`src/design/vwt_pkg.sv`:
```
`default_nettype none

package vwt_pkg;

  typedef enum logic [2:0] {
    CMD_ADD         = 3'd0,
    CMD_REMOVE      = 3'd1,
    CMD_REMOVE_ALL  = 3'd2,
    CMD_CLEAR_FLAGS = 3'd3,
    CMD_OBSERVE     = 3'd4
  } cmd_t;

  typedef enum logic [1:0] {
    STS_DONE      = 2'd0,
    STS_DUPLICATE = 2'd1,
    STS_FULL      = 2'd2,
    STS_NOT_FOUND = 2'd3
  } status_t;

  typedef enum logic [1:0] {
    ST_IDLE,
    ST_SCAN,
    ST_FIN
  } state_t;

  typedef struct packed {
    logic [15:0] param;
    logic [3:0]  target;
    logic [15:0] watch_value;
    logic [7:0]  evt;
  } entry_t;

endpackage

`default_nettype wire

```
`src/design/value_watch_table.sv`:
```
`default_nettype none

// Channel | Ports                                                               | Accepted at
// --------+---------------------------------------------------------------------+---------------
// command | in_cmd, in_param_id, in_target, in_value, in_event_code             | start && !busy
// result  | out_event_valid, out_event_code_res, out_slot, out_status, out_last | out_strobe
//
// Add, remove and observe read one slot per cycle through the entry memory's single read
// port; their result strobe rises after the registered read and check of the last slot
// and the closing ST_FIN state. Other commands report in the cycle after the accept.
// busy is high from the accept of a walking command until its result is presented.
// Reset (rst_n low at a clock edge) empties the table and clears every fired flag.
// Each transaction yields exactly one result; the receiver cannot stall it.
module value_watch_table
  import vwt_pkg::*;
#(
  parameter int ENTRIES = 16
) (
  input  wire logic        clk,
  input  wire logic        rst_n,
  input  wire logic        start,
  output      logic        busy,
  input  wire logic [2:0]  in_cmd,
  input  wire logic [15:0] in_param_id,
  input  wire logic [3:0]  in_target,
  input  wire logic [15:0] in_value,
  input  wire logic [7:0]  in_event_code,
  output      logic        out_strobe,
  output      logic        out_event_valid,
  output      logic [7:0]  out_event_code_res,
  output      logic [3:0]  out_slot,
  output      logic [1:0]  out_status,
  output      logic        out_last
);

  localparam int IW = (ENTRIES > 1) ? $clog2(ENTRIES) : 1;
  localparam logic [IW-1:0] LAST_IDX = IW'(ENTRIES - 1);

  state_t state_r, state_nxt;
  logic [IW-1:0] idx_r, idx_nxt;
  logic issue_done_r, issue_done_nxt;
  logic chk_v_r, chk_v_nxt;
  logic [IW-1:0] chk_idx_r, chk_idx_nxt;
  logic [ENTRIES-1:0] used_r, used_nxt;
  logic [ENTRIES-1:0] fired_r, fired_nxt;
  logic hit_found_r, hit_found_nxt;
  logic [IW-1:0] hit_idx_r, hit_idx_nxt;
  logic free_found_r, free_found_nxt;
  logic [IW-1:0] free_idx_r, free_idx_nxt;
  logic ev_found_r, ev_found_nxt;
  logic [IW-1:0] ev_idx_r, ev_idx_nxt;
  logic [7:0] ev_code_r, ev_code_nxt;

  cmd_t cmd_r, cmd_nxt;
  logic [15:0] pid_r, pid_nxt;
  logic [3:0] tgt_r, tgt_nxt;
  logic [15:0] val_r, val_nxt;
  logic [7:0] code_r, code_nxt;

  logic out_strobe_r, out_strobe_nxt;
  logic out_event_valid_r, out_event_valid_nxt;
  logic [7:0] out_code_r, out_code_nxt;
  logic [3:0] out_slot_r, out_slot_nxt;
  status_t out_status_r, out_status_nxt;

  entry_t mem [ENTRIES];
  entry_t mem_q_r;
  logic mem_we;

  logic accept;
  logic id_match;
  logic full_match;

  assign accept = start && !busy;
  assign busy = (state_r != ST_IDLE);

  assign id_match = used_r[chk_idx_r] && (mem_q_r.param == pid_r) &&
                    (mem_q_r.target == tgt_r);
  assign full_match = id_match && (mem_q_r.watch_value == val_r);

  always_ff @(posedge clk) begin
    if (mem_we) begin
      mem[free_idx_r] <= '{param: pid_r, target: tgt_r, watch_value: val_r, evt: code_r};
    end
    mem_q_r <= mem[idx_r];
  end

  always_comb begin
    state_nxt           = state_r;
    idx_nxt             = idx_r;
    issue_done_nxt      = issue_done_r;
    chk_v_nxt           = 1'b0;
    chk_idx_nxt         = idx_r;
    used_nxt            = used_r;
    fired_nxt           = fired_r;
    hit_found_nxt       = hit_found_r;
    hit_idx_nxt         = hit_idx_r;
    free_found_nxt      = free_found_r;
    free_idx_nxt        = free_idx_r;
    ev_found_nxt        = ev_found_r;
    ev_idx_nxt          = ev_idx_r;
    ev_code_nxt         = ev_code_r;
    cmd_nxt             = cmd_r;
    pid_nxt             = pid_r;
    tgt_nxt             = tgt_r;
    val_nxt             = val_r;
    code_nxt            = code_r;
    out_strobe_nxt      = 1'b0;
    out_event_valid_nxt = out_event_valid_r;
    out_code_nxt        = out_code_r;
    out_slot_nxt        = out_slot_r;
    out_status_nxt      = out_status_r;
    mem_we              = 1'b0;

    unique case (state_r)
      ST_IDLE: begin
        if (accept) begin
          cmd_nxt  = cmd_t'(in_cmd);
          pid_nxt  = in_param_id;
          tgt_nxt  = in_target;
          val_nxt  = in_value;
          code_nxt = in_event_code;
          // Quick commands report at once; the rest walk the table.
          out_strobe_nxt      = 1'b1;
          out_event_valid_nxt = 1'b0;
          out_code_nxt        = '0;
          out_slot_nxt        = '0;
          out_status_nxt      = STS_DONE;
          unique case (cmd_t'(in_cmd))
            CMD_ADD, CMD_REMOVE, CMD_OBSERVE: begin
              out_strobe_nxt = 1'b0;
              state_nxt      = ST_SCAN;
              idx_nxt        = '0;
              issue_done_nxt = 1'b0;
              hit_found_nxt  = 1'b0;
              free_found_nxt = 1'b0;
              ev_found_nxt   = 1'b0;
            end
            CMD_REMOVE_ALL: begin
              used_nxt  = '0;
              fired_nxt = '0;
            end
            CMD_CLEAR_FLAGS: begin
              fired_nxt = '0;
            end
            default: begin
            end
          endcase
        end
      end

      ST_SCAN: begin
        // Issue stage: one memory read per cycle.
        if (!issue_done_r) begin
          chk_v_nxt   = 1'b1;
          chk_idx_nxt = idx_r;
          if (idx_r == LAST_IDX) begin
            issue_done_nxt = 1'b1;
          end else begin
            idx_nxt = idx_r + 1'b1;
          end
        end
        // Check stage: the entry read in the previous cycle.
        if (chk_v_r) begin
          if (full_match) begin
            hit_found_nxt = 1'b1;
            hit_idx_nxt   = chk_idx_r;
          end
          if (!used_r[chk_idx_r] && !free_found_r) begin
            free_found_nxt = 1'b1;
            free_idx_nxt   = chk_idx_r;
          end
          if (cmd_r == CMD_OBSERVE && id_match) begin
            if (mem_q_r.watch_value == val_r) begin
              if (!fired_r[chk_idx_r]) begin
                fired_nxt[chk_idx_r] = 1'b1;
                if (!ev_found_r) begin
                  ev_found_nxt = 1'b1;
                  ev_idx_nxt   = chk_idx_r;
                  ev_code_nxt  = mem_q_r.evt;
                end
              end
            end else begin
              fired_nxt[chk_idx_r] = 1'b0;
            end
          end
          if (chk_idx_r == LAST_IDX) begin
            state_nxt = ST_FIN;
          end
        end
      end

      ST_FIN: begin
        state_nxt           = ST_IDLE;
        out_strobe_nxt      = 1'b1;
        out_event_valid_nxt = 1'b0;
        out_code_nxt        = '0;
        out_slot_nxt        = '0;
        out_status_nxt      = STS_DONE;
        unique case (cmd_r)
          CMD_ADD: begin
            if (hit_found_r) begin
              out_slot_nxt   = 4'(hit_idx_r);
              out_status_nxt = STS_DUPLICATE;
            end else if (free_found_r) begin
              mem_we                  = 1'b1;
              used_nxt[free_idx_r]    = 1'b1;
              fired_nxt[free_idx_r]   = 1'b0;
              out_slot_nxt            = 4'(free_idx_r);
            end else begin
              out_status_nxt = STS_FULL;
            end
          end
          CMD_REMOVE: begin
            if (hit_found_r) begin
              used_nxt[hit_idx_r]  = 1'b0;
              fired_nxt[hit_idx_r] = 1'b0;
              out_slot_nxt         = 4'(hit_idx_r);
            end else begin
              out_status_nxt = STS_NOT_FOUND;
            end
          end
          CMD_OBSERVE: begin
            if (ev_found_r) begin
              out_event_valid_nxt = 1'b1;
              out_code_nxt        = ev_code_r;
              out_slot_nxt        = 4'(ev_idx_r);
            end
          end
          default: begin
          end
        endcase
      end

      default: begin
        state_nxt = ST_IDLE;
      end
    endcase
  end

  always_ff @(posedge clk) begin
    if (!rst_n) begin
      state_r      <= ST_IDLE;
      idx_r        <= '0;
      issue_done_r <= 1'b0;
      chk_v_r      <= 1'b0;
      used_r       <= '0;
      fired_r      <= '0;
      hit_found_r  <= 1'b0;
      free_found_r <= 1'b0;
      ev_found_r   <= 1'b0;
      out_strobe_r <= 1'b0;
    end else begin
      state_r      <= state_nxt;
      idx_r        <= idx_nxt;
      issue_done_r <= issue_done_nxt;
      chk_v_r      <= chk_v_nxt;
      used_r       <= used_nxt;
      fired_r      <= fired_nxt;
      hit_found_r  <= hit_found_nxt;
      free_found_r <= free_found_nxt;
      ev_found_r   <= ev_found_nxt;
      out_strobe_r <= out_strobe_nxt;
    end
  end

  always_ff @(posedge clk) begin
    chk_idx_r         <= chk_idx_nxt;
    hit_idx_r         <= hit_idx_nxt;
    free_idx_r        <= free_idx_nxt;
    ev_idx_r          <= ev_idx_nxt;
    ev_code_r         <= ev_code_nxt;
    cmd_r             <= cmd_nxt;
    pid_r             <= pid_nxt;
    tgt_r             <= tgt_nxt;
    val_r             <= val_nxt;
    code_r            <= code_nxt;
    out_event_valid_r <= out_event_valid_nxt;
    out_code_r        <= out_code_nxt;
    out_slot_r        <= out_slot_nxt;
    out_status_r      <= out_status_nxt;
  end

  assign out_strobe         = out_strobe_r;
  assign out_event_valid    = out_event_valid_r;
  assign out_event_code_res = out_code_r;
  assign out_slot           = out_slot_r;
  assign out_status         = out_status_r;
  assign out_last           = 1'b1;

  // A walk never overlaps a pending result.
  a_no_strobe_in_scan: assert property (@(posedge clk) disable iff (!rst_n)
    (state_r == ST_SCAN) |-> !out_strobe_r)
    else $error("result strobe during a table walk");

  a_fin_reports: assert property (@(posedge clk) disable iff (!rst_n)
    (state_r == ST_FIN) |=> (out_strobe_r && state_r == ST_IDLE))
    else $error("finished walk did not report");

  a_add_marks_used: assert property (@(posedge clk) disable iff (!rst_n)
    (state_r == ST_FIN && cmd_r == CMD_ADD && !hit_found_r && free_found_r)
      |=> used_r[$past(free_idx_r)])
    else $error("added entry not marked used");

  a_event_status: assert property (@(posedge clk) disable iff (!rst_n)
    (out_strobe_r && out_event_valid_r) |-> (out_status_r == STS_DONE))
    else $error("raised event with a failure status");

  a_walk_starts: assert property (@(posedge clk) disable iff (!rst_n)
    (accept && (in_cmd == CMD_ADD || in_cmd == CMD_REMOVE || in_cmd == CMD_OBSERVE))
      |=> (state_r == ST_SCAN && !out_strobe_r))
    else $error("walking command did not start a walk");

endmodule

`default_nettype wire
```
`config.mk`:
```
export PLATFORM = sky130hd
export DESIGN_NAME = value_watch_table
export DESIGN_NICKNAME = d
export VERILOG_FILES = /design/src/design/vwt_pkg.sv /design/src/design/value_watch_table.sv
export SDC_FILE = /design/constraint.sdc
export NUM_CORES = 1
export LEC_CHECK = 0
export ABC_AREA = 1
export BUFFER_PORTS_ARGS = -buffer_cell sky130_fd_sc_hd__buf_2
export CAP_MARGIN = 40
export CORE_ASPECT_RATIO = 0.7
export CORE_MARGIN = 4
export CORE_UTILIZATION = 50
export DETAILED_ROUTE_END_ITERATION = 8
export PLACE_DENSITY = 0.66
export SYNTH_ARGS = -nofsm -noshare
export SYNTH_HDL_FRONTEND = slang
export SYNTH_SLANG_ARGS = --single-unit
export TNS_END_PERCENT = 50
```
`constraint.sdc`:
```
create_clock -name clk -period 6.65 [get_ports clk]
set_input_delay 1.33 -clock clk [delete_from_list [all_inputs] [get_ports clk]]
set_output_delay 1.33 -clock clk [all_outputs]
set_load 0.01 [all_outputs]
```
==> impl_metrics.csv, run 1 <==
group,metric,value,unit
status,status,"finished, final reports clean",
detailed_routing,ant_nets,0,
placement,hpwl,45.4,mm
sta,slew_headroom,40.0,%
floorplan,rows,81,
grt,grt_antenna_before_repair,1,
clock_network,worstSkewPairLatency,650,ps
layout,n_antenna_cell,0,
worst_setup_path,reg2reg_depth,11,
min_path,hp-class,"register to register",
clock_network,cts_num_sinks,878,
clock_network,htree_levels,3,
synthesis,synth.net_count,2755,
sta,rsz0062_at_grt,"false",
placement,gp_congestion,0.903,
grt,grt_max_degree,169,
floorplan,die_x,325,um
synthesis,yosysTopAreaCellShare,67.1,%
grt,overflow,0,
sta,finalCriticalPeriod,3230,ps
synthesis,netlist_area,35200,um^2
detailed_routing,detail_route.wl_per_cell,23.2,um
synthesis,yosysSeqAreaShare,72.4,%
synthesis,ys_ff_latch,878,
sta,finalCritPeriodShare,48.6,%
grt,grt_pass1_wl,130,mm
sta,worst_slew_pin_slew,899,ps
worst_setup_path,critPathArrivalTime,3560,ps
floorplan,initial_core_util,50.4,%
clock_network,numCtsBuffers,83,
power_and_ir_drop,power,0.0137,W
clock_network,clk_pin_slew_worst_paths,60,ps
clock_network,cts_resized,0,
synthesis,muxShareOfSynthArea,3.53,%
floorplan,core,69700,um^2
detailed_routing,viasPerCell,5.87,
clock_network,cts_buffer_depth,3,
placement,port_buffers,66,
grt,grt_pass1_vias,20900,
synthesis,synth-adder-area-share,0.178,%
worst_setup_path,cp.required,6980,ps
synthesis,synthXorXnorAreaFrac,0.598,%
synthesis,synth_top_area_cell,"edfxtp_1",
synthesis,synthSimpleGateAreaFrac,10.4,%
sta,finalSetupTns,0,ps
detailed_routing,drt_iter0_drc,2415,
floorplan,die_area,74700,um^2
synthesis,synth_flop_cell,"edfxtp_1",
detailed_routing,num_vias,21900,
synthesis,synthArstFlopShare,0,%
layout,area_delta_synth_final,12.5,%
power_and_ir_drop,ir_worst_vdd,0.247,mV
detailed_routing,route.detailed.drc,0,
layout,layout.nets,2800,
worst_setup_path,criticalPathCategory,"register to register",
grt,grt_usage,22.8,%
placement,dp.cells,3573,
detailed_routing,dr.pass1.iters,5,
power_and_ir_drop,power.density,347,nW/um^2
sta,finClkSkew,18.9,ps
clock_network,clock-root-buffer,"clkbuf_16",
floorplan,ios,68,
synthesis,synth_top_family_by_area,"simple AND/OR/NAND/NOR gates",
worst_setup_path,crit_fanout,19,
sta,max_freq,310,MHz
synthesis,synth_area_leaders,"edfxtp_1, dfxtp_1, nor2_1",
power_and_ir_drop,p_leak,13.1,nW
min_path,hold_depth,0,
clock_network,ctsHoldBuffers,0,
synthesis,ys_warn_count,0,
worst_setup_path,crit_path_start_kind,"register",
synthesis,synth-edff-count,786,
synthesis,synth_cell_types,41,
floorplan,die_height,230,um
run,maxCapViolations,0,
clock_network,cts_tree,"yes",
sta,timing.hold.ws,402,ps
synthesis,synth_compound_area_share,9.55,%
layout,final_layout_size_suffix_gt1_share,10.9,%
sta,finalSetupViolCount,0,
clock_network,post_cts_buffers,0,
synthesis,postSynthAreaPerCell,13.0,um^2
sta,final_hold_viol_count,0,
detailed_routing,routed_wl,86.5,mm
layout,finalNonFillerCells,3725,
sta,slew_violations,0,
worst_setup_path,critPathCaptureType,"register",
synthesis,syn_inst,2700,
[Yosys cell counts (2+ instances only)]
library cell,n
o32ai_1,36
nand2_1,342
clkbuf_1,90
o22ai_1,21
edfxtp_1,786
dfxtp_1,92
a22oi_1,4
xor2_1,4
o21ai_2,2
a21boi_0,10
nand3_2,15
nor3_1,39
inv_2,6
buf_6,3
buf_8,2
nand3_1,64
mux2i_1,124
nand4_1,23
o211ai_1,39
nor2_2,3
xnor2_1,20
clkinv_1,3
nor2_4,2
buf_4,21
nand2_2,4
buf_1,4
ha_1,5
inv_1,92
o221ai_1,124
o21ai_1,6
a21oi_1,37
o21ai_0,231
nor2_1,396
buf_2,43
[cells in the final DEF (no fill, tap or decap), types with 18 or more instances in the layout]
cell and instances:
xnor2_1 20, buf_16 19, edfxtp_1 786, clkbuf_16 83, o221ai_1 124, a21oi_1 37
o211ai_1 39, o22ai_1 21, nor2_1 395, dfxtp_1 88, o21ai_0 231, o32ai_1 36
mux2i_1 124, nand3_1 64, buf_4 32, nand4_1 23, nand2_1 342, clkinv_2 18
buf_2 66, nor3_1 23, inv_1 90
[cells by family (layout without fill, tap and decap cells)]
kind of cell	Yosys count	after routing
buffers and inverters	265	377
and+or+nand+nor	889	889
xor gates and xnor gates	24	24
AOI/OAI and AO/OA	514	514
DFF	878	878
muxes	124	124
adders and majority gates	5	5
other	1	1
[path summary, 6_finish.rpt]
check | start | end | slack [ps]
setup / recovery | val_r[13] | ev_code_r[6] | 3420
hold / removal | mem_q_r[5] | ev_code_r[5] | 400
setup reg to reg | val_r[13] | ev_code_r[6] | 3420
hold reg to reg | mem_q_r[5] | ev_code_r[5] | 400
[flip-flops by register name, summed over array words and instances (netlist names), 2 cells and up]
register	flops
chk_idx_r	4
cmd_r	3
code_r	8
ev_code_r	8
ev_idx_r	4
fired_r	16
free_idx_r	4
hit_idx_r	4
idx_r	4
mem	704
mem_q_r	44
out_event_code_res	8
out_slot	4
out_status	2
pid_r	16
state_r	2
tgt_r	4
used_r	16
val_r	16
[cell type report]
cell class	instances	area (um^2)
multi-input combinational	1557	8620
sequential	878	25500
clock buffer	105	2210
timing repair buffer	123	1210
fill	5521	30200
clock inverter	47	514
inverter	102	390
tap	913	1140
[where the power goes]
part | internal, W | leakage [nW] | switching, W
sequential | 0.00659 | 7.87 | 0.000448
clock | 0.00269 | 1.34 | 0.00205
combinational | 0.000631 | 3.91 | 0.00131
[stage by stage]
step           setup WS (ps)  utilization (%)  instance area, um^2
2_1_floorplan           1680                -                35200
5_1_grt                 3190             56.7                39500
6_report                3420             56.7                39500
3_5_place_dp            3060             52.8                36800
4_1_cts                 3450             56.7                39500
3_3_place_gp            3200             51.9                36200
[critical path: stages, from the launching register on]
cell and delay (ps):
edfxtp_1 700, inv_1 120, nand2_1 80, nand2_1 50
nor2_1 210, nand2_1 160, nor2_2 630, nand2_1 160
nor2_1 190, nand3_1 110, nor3_2 230, buf_4 270
[per-layer routing]
| layer | part of all wire, % | global-route usage (%) |
|---|---|---|
| met1 | 45 | 34.0 |
| met3 | 7.9 | 4.36 |
| met2 | 45 | 35.2 |
| met5 | 0 | 0 |
| met4 | 2.0 | 5.26 |
No activity file was read; power rests on OpenSTA's default activity.
==> run 2, diff against run 1 <==
--- a/config.mk
+++ b/config.mk
@@ -12,7 +12,7 @@
 export CORE_MARGIN = 4
 export CORE_UTILIZATION = 50
 export DETAILED_ROUTE_END_ITERATION = 8
-export PLACE_DENSITY = 0.66
+export PLACE_DENSITY = 0.68
 export SYNTH_ARGS = -nofsm -noshare
 export SYNTH_HDL_FRONTEND = slang
 export SYNTH_SLANG_ARGS = --single-unit
==> constraint.sdc (replaced) <==
create_clock -name clk -period 2.6 [get_ports clk]
set_input_delay 0.52 -clock clk [delete_from_list [all_inputs] [get_ports clk]]
set_output_delay 0.52 -clock clk [all_outputs]
set_load 0.01 [all_outputs]
==> impl_metrics.csv, run 2 (synthesis gave the netlist of run 1 again) <==
group,metric,value,unit
clock_network,cts_tree,"yes",
worst_setup_path,crit_slowest_cell,"edfxtp_1",
layout,mostFrequentLayoutCell,"edfxtp_1",
clock_network,cts_num_sinks,878,
worst_setup_path,crit_fanout,12,
worst_setup_path,crit_path_start_kind,"register",
worst_setup_path,crit_cells,9,
run,maxCapViolations,0,
floorplan,rows,81,
power_and_ir_drop,seqPwrFrac,49.2,%
floorplan,initial_core_util,50.4,%
detailed_routing,num_vias,22300,
sta,finalSetupViolCount,0,
grt,grt_max_degree,144,
layout,layout.nets,2853,
clock_network,clk_pin_slew_worst_paths,60,ps
detailed_routing,viasPerCell,5.91,
sta,timing.hold.ws,64.7,ps
worst_setup_path,r2r-start,"pid_r[0]",
clock_network,cts_buffer_depth,3,
placement,gp_congestion,0.911,
floorplan,die_area,74700,um^2
sta,slew_headroom,43.8,%
min_path,hp-class,"input port to register",
power_and_ir_drop,intPower,0.0257,W
sta,finalSetupTns,0,ps
grt,grt_pass1_vias,21400,
detailed_routing,ant_nets,0,
worst_setup_path,critPathArrivalTime,2720,ps
layout,final_cell_mix,"edfxtp_1, nor2_1, nand2_1",
worst_setup_path,r2r_end,"ev_code_r[7]",
detailed_routing,routed_wl,86.7,mm
worst_setup_path,reg2reg_depth,9,
worst_setup_path,path_buf_inv,2,
layout,top_regs,"mem: 704 flops, mem_q_r: 44 flops",
sta,finClkSkew,18.2,ps
floorplan,ios,68,
sta,rsz0062_at_grt,"false",
detailed_routing,drt_iter0_drc,2715,
clock_network,worstSkewPairLatency,630,ps
sta,max_freq,418,MHz
detailed_routing,detail_route.wl_per_cell,22.9,um
worst_setup_path,critPathCaptureType,"register",
grt,grt_antenna_before_repair,0,
grt,overflow,0,
placement,hpwl,46.6,mm
layout,top_register,"mem",
floorplan,die_x,325,um
worst_setup_path,critPathMaxStageDelay,430,ps
clock_network,numCtsBuffers,82,
status,status,"finished, final reports clean",
worst_setup_path,crit_chain,"xnor2_1 -> nand2_1 -> nor2_1 -> nand2_1 -> nor2_1 -> buf_4 -> nand3_1 -> nor3_2 -> buf_12",
detailed_routing,dr.pass1.iters,5,
layout,final_layout_size_suffix_gt1_share,12.3,%
placement,port_buffers,66,
power_and_ir_drop,p_sw_share,27.6,%
sta,slew_violations,0,
floorplan,core,69700,um^2
worst_setup_path,criticalPathCategory,"register to register",
detailed_routing,route.detailed.drc,0,
power_and_ir_drop,p_leak,13.4,nW
sta,finalCritPeriodShare,91.9,%
power_and_ir_drop,combPwrFrac,17.0,%
min_path,hp-start,"in_param_id[0]",
power_and_ir_drop,power.density,887,nW/um^2
worst_setup_path,crit_family,"simple AND/OR/NAND/NOR gates",
power_and_ir_drop,clockPowerShare,33.8,%
layout,largest_reg_flops,704,
worst_setup_path,reg2reg_slack,210,ps
clock_network,htree_levels,3,
sta,worst_slew_pin_slew,843,ps
sta,final_hold_viol_count,0,
grt,grt_pass1_wl,131,mm
power_and_ir_drop,switchingPower,0.00980,W
floorplan,die_height,230,um
min_path,holdPathEnd,"pid_r[0]",
power_and_ir_drop,ir_worst_vdd,0.790,mV
min_path,hold_depth,1,
worst_setup_path,cp.required,2930,ps
sta,finalCriticalPeriod,2390,ps
layout,n_antenna_cell,0,
layout,area_delta_synth_final,13.7,%
grt,grt_usage,22.9,%
clock_network,clock-root-buffer,"clkbuf_16",
==> run 2: cell types whose count changed in the layout (fill, tap and decap cells not counted), moves of 3 or more <==
| cell | before | now |
|---|---|---|
| inv_16 | 3 | 0 |
| clkbuf_1 | 17 | 25 |
| clkinv_2 | 18 | 9 |
| clkbuf_8 | 5 | 1 |
| clkinv_1 | 13 | 17 |
| buf_4 | 32 | 78 |
| buf_16 | 19 | 0 |
| nor3_4 | 0 | 15 |
| buf_12 | 5 | 32 |
| nor3_2 | 17 | 2 |
==> run 2: timing repair <==
item | CTS | global route
endpoints found under the hold margin | 0 | 0
endpoints found under the setup margin | 12 | 16
gates resized for setup | 0 | 1
setup buffers | 1 | 0
cloned | 0 | 1
pin swaps | 0 | 1
hold buffers | 0 | 0
==> run 2: worst max-delay path by stage <==
stage                          start      endpoint
after floorplan           state_r[0]    mem[11][0]
after global routing      state_r[1]    used_r[12]
final                       pid_r[0]  ev_code_r[7]
after CTS                   tgt_r[2]  ev_code_r[5]
after detailed placement    tgt_r[3]  ev_code_r[6]
after global placement      tgt_r[3]  ev_code_r[7]
==> run 2: power groups by stage <==
stage	Sequential, W	Clock [W]	Combinational (W)
floorplan	0.0179	0	0.00381
finish	0.0174	0.0120	0.00602
global placement	0.0177	0	0.00574
global route	0.0175	0.0128	0.00661
detailed placement	0.0177	0	0.00589
CTS	0.0174	0.0122	0.00594
==> run 2: layer usage <==
metal	track usage, %	routed length (um)
met5	0	0
met1	34.7	39200
met4	5.71	1750
met3	4.27	7250
met2	34.6	38500
==> run 2: through the flow <==
step	total power [W]	std cells	util (%)	setup slack [ps]	cell area, um^2
after global routing	0.0370	3776	57.3	37.1	40000
final	0.0355	3776	57.3	209	40000
after detailed placement	0.0236	3625	53.5	-6.77	37300
after floorplan	0.0217	2700	-	-134	35400
after CTS	0.0356	3775	57.3	123	40000
after global placement	0.0234	3625	53.5	60.6	37300
==> run 2: cell type report <==
class | count | area, um^2
clock buffers | 111 | 2230
clock inverters | 38 | 423
fillers | 5489 | 29800
inverters | 102 | 394
multi-input cells | 1558 | 8750
flip-flops and latches | 878 | 25500
well taps | 913 | 1140
repair buffers | 176 | 1560
==> run 2: worst reg2reg max path, cell delays in order, from the launching register on <==
cell      delay [ps]
edfxtp_1         430
xnor2_1          250
nand2_1          120
nor2_1           200
nand2_1          210
nor2_1           160
buf_4            150
nand3_1          120
nor3_2           260
buf_12           180
